### config.mk
export PLATFORM = sky130hd
export DESIGN_NAME = pei_ctrl
export DESIGN_NICKNAME = d
export VERILOG_FILES = /design/src/design/pei_pkg.sv /design/src/design/pei_ctrl.sv
export SDC_FILE = /design/constraint.sdc
export NUM_CORES = 1
export LEC_CHECK = 0
export ABC_AREA = 1
export ABC_CLOCK_PERIOD_IN_PS = 1000
export BUFFER_PORTS_ARGS = -buffer_cell sky130_fd_sc_hd__buf_2
export CAP_MARGIN = 10
export CORE_AREA = 3 3 40 42
export DETAILED_ROUTE_END_ITERATION = 12
export DIE_AREA = 0 0 43 45
export PLACE_DENSITY = 0.65
export SLEW_MARGIN = 20
export SYNTH_ARGS = -nofsm -noshare
export SYNTH_HDL_FRONTEND = slang
export SYNTH_SLANG_ARGS = --single-unit
export TNS_END_PERCENT = 5
### constraint.sdc
create_clock -name clk -period 1 [get_ports clk]
set_clock_uncertainty 0.05 [all_clocks]
set_input_delay 0.05 -clock clk [delete_from_list [all_inputs] [get_ports clk]]
set_output_delay 0.05 -clock clk [all_outputs]
set_load 0.05 [all_outputs]
### src/design/pei_pkg.sv
package pei_pkg;

  // Fixed word of the payload fields: signed Q16.16 by default
  localparam int WORD_BITS      = 32;
  localparam int PEI_FRAC_BITS  = 16;
  localparam int STEP_BITS      = 17;
  localparam int PROD_BITS      = 2 * WORD_BITS + 1;
  localparam int CFG_IDX_BITS   = 3;
  localparam int AXES           = 3;

  localparam logic signed [WORD_BITS-1:0] WORD_MAX = {1'b0, {(WORD_BITS-1){1'b1}}};
  localparam logic signed [WORD_BITS-1:0] WORD_MIN = {1'b1, {(WORD_BITS-1){1'b0}}};

  typedef logic signed [WORD_BITS-1:0] word_t;

  typedef enum logic [1:0] {
    KIND_ADD_FORCE = 2'd0,
    KIND_UPDATE    = 2'd1,
    KIND_SET_POS   = 2'd2,
    KIND_SET_VEL   = 2'd3
  } kind_t;

  typedef enum logic [CFG_IDX_BITS-1:0] {
    CFG_INV_MASS = 3'd0,
    CFG_MIN_X    = 3'd1,
    CFG_MIN_Y    = 3'd2,
    CFG_MIN_Z    = 3'd3,
    CFG_MAX_X    = 3'd4,
    CFG_MAX_Y    = 3'd5,
    CFG_MAX_Z    = 3'd6
  } cfg_idx_t;

  typedef struct packed {
    kind_t                  kind;
    logic signed [31:0]     vec_x;
    logic signed [31:0]     vec_y;
    logic signed [31:0]     vec_z;
    logic [STEP_BITS-1:0]   step_time;
  } pei_in_t;

  typedef struct packed {
    logic signed [31:0] pos_x;
    logic signed [31:0] pos_y;
    logic signed [31:0] pos_z;
    logic signed [31:0] vel_x;
    logic signed [31:0] vel_y;
    logic signed [31:0] vel_z;
  } pei_out_t;

  // Commands from the controller to the datapath
  typedef struct packed {
    logic load;     // capture an input beat
    logic mul_acc;  // product = force * inverse_mass
    logic mul_dv;   // product = accel * dt
    logic add_v;    // new velocity = velocity + dv
    logic mul_dp;   // product = new velocity * dt
    logic commit;   // write stores and result register
  } pei_cmd_t;

  // Status from the datapath to the controller
  typedef struct packed {
    logic in_update;  // incoming beat is an update step
  } pei_stat_t;

  // Signed add, saturated to the word range
  function automatic word_t sat_add(input word_t a, input word_t b);
    logic signed [WORD_BITS:0] s;
    s = {a[WORD_BITS-1], a} + {b[WORD_BITS-1], b};
    if (s[WORD_BITS] != s[WORD_BITS-1]) begin
      return s[WORD_BITS] ? WORD_MIN : WORD_MAX;
    end
    return s[WORD_BITS-1:0];
  endfunction

endpackage

### src/design/pei_ctrl.sv
module pei_ctrl import pei_pkg::*; (
  input  logic      clk,
  input  logic      rst_n,
  input  logic      in_valid,
  output logic      in_ready,
  output logic      out_valid,
  input  logic      out_ready,
  input  pei_stat_t stat,
  output pei_cmd_t  cmd
);

  typedef enum logic [5:0] {
    ST_IDLE    = 6'b000001,
    ST_MUL_ACC = 6'b000010,
    ST_MUL_DV  = 6'b000100,
    ST_ADD_V   = 6'b001000,
    ST_MUL_DP  = 6'b010000,
    ST_COMMIT  = 6'b100000
  } state_t;

  state_t state_r, state_nxt;
  logic   out_valid_r, out_valid_nxt;

  // Sequence one item through the datapath
  always_comb begin
    state_nxt = state_r;
    cmd       = '0;
    in_ready  = 1'b0;
    case (state_r)
      ST_IDLE: begin
        in_ready = 1'b1;
        cmd.load = in_valid;
        if (in_valid) begin
          state_nxt = stat.in_update ? ST_MUL_ACC : ST_COMMIT;
        end
      end
      ST_MUL_ACC: begin
        cmd.mul_acc = 1'b1;
        state_nxt   = ST_MUL_DV;
      end
      ST_MUL_DV: begin
        cmd.mul_dv = 1'b1;
        state_nxt  = ST_ADD_V;
      end
      ST_ADD_V: begin
        cmd.add_v = 1'b1;
        state_nxt = ST_MUL_DP;
      end
      ST_MUL_DP: begin
        cmd.mul_dp = 1'b1;
        state_nxt  = ST_COMMIT;
      end
      ST_COMMIT: begin
        // hold until the result register is free
        cmd.commit = !out_valid_r || out_ready;
        if (cmd.commit) begin
          state_nxt = ST_IDLE;
        end
      end
      default: begin
        state_nxt = ST_IDLE;
      end
    endcase
  end

  // Result register occupancy
  always_comb begin
    out_valid_nxt = out_valid_r;
    if (cmd.commit) begin
      out_valid_nxt = 1'b1;
    end else if (out_ready) begin
      out_valid_nxt = 1'b0;
    end
  end

  always_ff @(posedge clk) begin
    if (!rst_n) begin
      state_r     <= ST_IDLE;
      out_valid_r <= 1'b0;
    end else begin
      state_r     <= state_nxt;
      out_valid_r <= out_valid_nxt;
    end
  end

  assign out_valid = out_valid_r;

`ifndef SYNTHESIS
  a_state_onehot: assert property (@(posedge clk) disable iff (!rst_n)
    $onehot(state_r))
    else $error("controller state not one-hot");

  a_commit_slot_free: assert property (@(posedge clk) disable iff (!rst_n)
    cmd.commit |-> (!out_valid_r || out_ready))
    else $error("commit into an occupied result register");

  a_update_starts_mul: assert property (@(posedge clk) disable iff (!rst_n)
    (in_valid && in_ready && stat.in_update) |=> state_r == ST_MUL_ACC)
    else $error("update beat did not start the multiply sequence");

  a_result_from_commit: assert property (@(posedge clk) disable iff (!rst_n)
    $rose(out_valid_r) |-> $past(state_r == ST_COMMIT))
    else $error("result appeared without a commit");
`endif

endmodule

==> results.sh <==
export IMPL_status="complete, but fails checks"
export IMPL_violations="negative setup slack"
export IMPL_ys_seq_area_share_pct=33.9
export IMPL_crit_buf_inv=1
export IMPL_period_share_pct=131
export IMPL_path_clk_slew_ns=0.05
export IMPL_cts_max_level=1
export IMPL_vdd_drop_max_uv=812
export IMPL_dp_hpwl_um=636
export IMPL_placed_cell_area_um2=500
export IMPL_grt_max_degree=7
export IMPL_synth_ff_type="dfxtp_1"
export IMPL_clkSinkCount=7
export IMPL_start_kind="flop"
export IMPL_routed_via_density=4.29
export IMPL_synth_most_common_cell="inv_1"
export IMPL_core_area_mm2=0.00128
export IMPL_rows=13
export IMPL_synth_avg_cell_area_um2=6.35
export IMPL_worstMarginPinSlew_ns=0.248
export IMPL_hp_class="in2reg"
export IMPL_clock_root_buffer="clkbuf_4"
export IMPL_fp_dieArea_mm2=0.00194
export IMPL_totalWireLength_um=959
export IMPL_ant_nets=0
export IMPL_path_max_fanout=4
export IMPL_first_global_vias=357
export IMPL_via_count=425
export IMPL_setup_viol=11
export IMPL_netSwitchingPower_w=0.000371
export IMPL_yosys_warnings=0
export IMPL_maxCapViolCount=0
export IMPL_min_period_ns=1.31
export IMPL_setup_ws_ns=-0.311
export IMPL_portBuffers=12
export IMPL_p_comb_share_pct=39.7
export IMPL_grt_overflow=0
export IMPL_cts_inserted_buffers=3
export IMPL_final_cells=99
export IMPL_endpoint_kind="primary output"
export IMPL_route_detailed_drc=0
export IMPL_path_class="reg2out"
export IMPL_crit_path_top_delay_cell="dfxtp_2"
export IMPL_power_w=0.000977
export IMPL_rsz0062_at_grt="true"
export IMPL_drtPass1Iterations=4
export IMPL_gp_congestion=0.755
export IMPL_cts_tree="built"
export IMPL_die_y_um=45
export IMPL_synth_area_um2=413
export IMPL_synth_distinct_cells=13
export IMPL_pwr_density_cell_mw_per_mm2=1530
export IMPL_synth_top_area_share_pct=33.9
export IMPL_post_route_cell_area_um2=639
export IMPL_syn_inst=65
export IMPL_synth_enable_flop_cells=0
export IMPL_synthTopCellsByCount="inv_1, nor2_1, dfxtp_1, nand2_1"
export IMPL_grt_pass1_wl_um=1380
export IMPL_critPathMaxStageDelay_ns=0.34
export IMPL_ctsLongestPathBuffers=2
export IMPL_antenna_cells=0
export IMPL_crit_arrival_ns=1.21
export IMPL_synth_area_leaders="dfxtp_1, inv_1, nor2_1"
export IMPL_power_share_switching_pct=37.9
export IMPL_start_util_pct=32.1
export IMPL_drive_gt1_share_pct=44.0
export IMPL_dieWidth_um=43
export IMPL_pwr_share_seq_pct=33.4
export IMPL_max_freq_mhz=763
export IMPL_placed_cells=92
export IMPL_clock_latency_ns=0.25
export IMPL_async_flop_share_pct=0
export IMPL_max_slew_margin_pct=83.6
export IMPL_grt_total_usage_pct=9.92
export IMPL_report_final_hold_viol_count=0
export IMPL_wire_per_inst_um=9.69
export IMPL_place_ws_ns=-0.108
export IMPL_leakage_nw=0.350
export IMPL_syn_num_nets=70
export IMPL_drv_slew=0
export IMPL_required_ns=0.90
export IMPL_crit_chain="nor2_4 > nand3_4 > nor2_2 > buf_6"
export IMPL_power_internal_w=0.000606
export IMPL_clock_power_share_pct=26.9
export IMPL_initialDrtViolationCount=3
export IMPL_antenna_found_initial=0
export IMPL_fin_tns_setup_ns=-2.31
export IMPL_io_pins=13
export IMPL_ys_ff_latch=7
export IMPL_crit_family="simple AND/OR/NAND/NOR gates"
export IMPL_syn2layout_area_growth_pct=54.8
export IMPL_nNetsFinal=90
export IMPL_synth_top_area_cell="dfxtp_1"
[sequential cells by signal (all words and copies together) (netlist names)]
| signal | count |
|---|---|
| state_r | 6 |
| out_valid | 1 |
[cells in the final DEF (no fill, tap or decap)]
cell	Yosys	layout
a21oi_1	1	1
buf_2	0	5
buf_4	1	3
buf_6	0	6
buf_8	0	1
clkbuf_1	0	1
clkbuf_4	0	3
dfxtp_2	0	5
dfxtp_4	0	2
dlygate4sd3_1	0	1
inv_1	17	16
inv_2	0	1
nand2_1	7	7
nand3_1	4	4
nand3_4	0	2
nand4_1	1	1
nor2_1	16	14
nor2_2	4	3
nor2_4	2	5
o21ai_1	2	2
or2_2	1	1
[kinds of logic (layout without fill, tap and decap cells)]
family                 count (synthesis)  count (layout)  synth area share, %
AND/OR/NAND/NOR                       37              37                 45.2
buffers and inverters                 18              37                 17.3
flip-flops                             7               7                 33.9
AO/OA/AOI/OAI                          3               3                 3.64
[power by group through the flow]
stage | Sequential, W | Clock, W | Combinational [W]
after floorplan | 0.000325 | 0 | 0.000233
after global placement | 0.000318 | 0 | 0.000287
after detailed placement | 0.000320 | 0 | 0.000287
after CTS | 0.000319 | 0.000263 | 0.000328
after global routing | 0.000329 | 0.000278 | 0.000418
final | 0.000326 | 0.000262 | 0.000388
[what timing repair did]
item | 4_1_cts | 5_1_grt
buffers inserted | 0 | 2
pin swaps | 1 | 4
endpoints found under the hold margin | 1 | 0
gates resized for setup | 19 | 10
setup endpoints to repair | 11 | 11
hold buffers | 1 | 0
[worst reg2reg max path: stages, from the launching register on]
cell	delay [ns]
dfxtp_2	0.34
nor2_4	0.20
nand3_4	0.12
buf_4	0.15
o21ai_1	0.11
nor2_1	0.06
nor2_2	0.08
[metal layers]
metal | up-vias | GRT usage [%] | share of wire (%)
li1 | 229 | - | -
met1 | 182 | 10.4 | 41
met2 | 11 | 16.5 | 53
met3 | 3 | 2.39 | 3.1
met4 | 0 | 9.04 | 2.0
met5 | - | 0 | 0
[final timing paths]
path	startpoint	depth (start not counted)	endpoint	slack (ns)
max	state_r[3]	4	cmd[0]	-0.31
min	out_ready	3	out_valid	0.04
max reg2reg	state_r[3]	6	state_r[5]	-0.17
min reg2reg	state_r[4]	3	out_valid	0.54
[through the flow]
step | hold WS, ns | utilization, %
6_report | 0.0421 | 49.8
5_1_grt | 0.0585 | 49.8
4_1_cts | 0.0448 | 45.8
3_5_place_dp | 0.242 | 38.9
3_3_place_gp | 0.244 | 38.9
2_1_floorplan | 0.122 | -
[final cells by class]
type                            count  area [µm²]
Fill cell                         124         646
Multi-Input combinational cell     40         236
Sequential cell                     7         154
Timing Repair Buffer               16         140
Inverter                           17        63.8
Clock buffer                        4        26.3
Tap cell                           15        18.8
(Power assumes the default switching activity.)
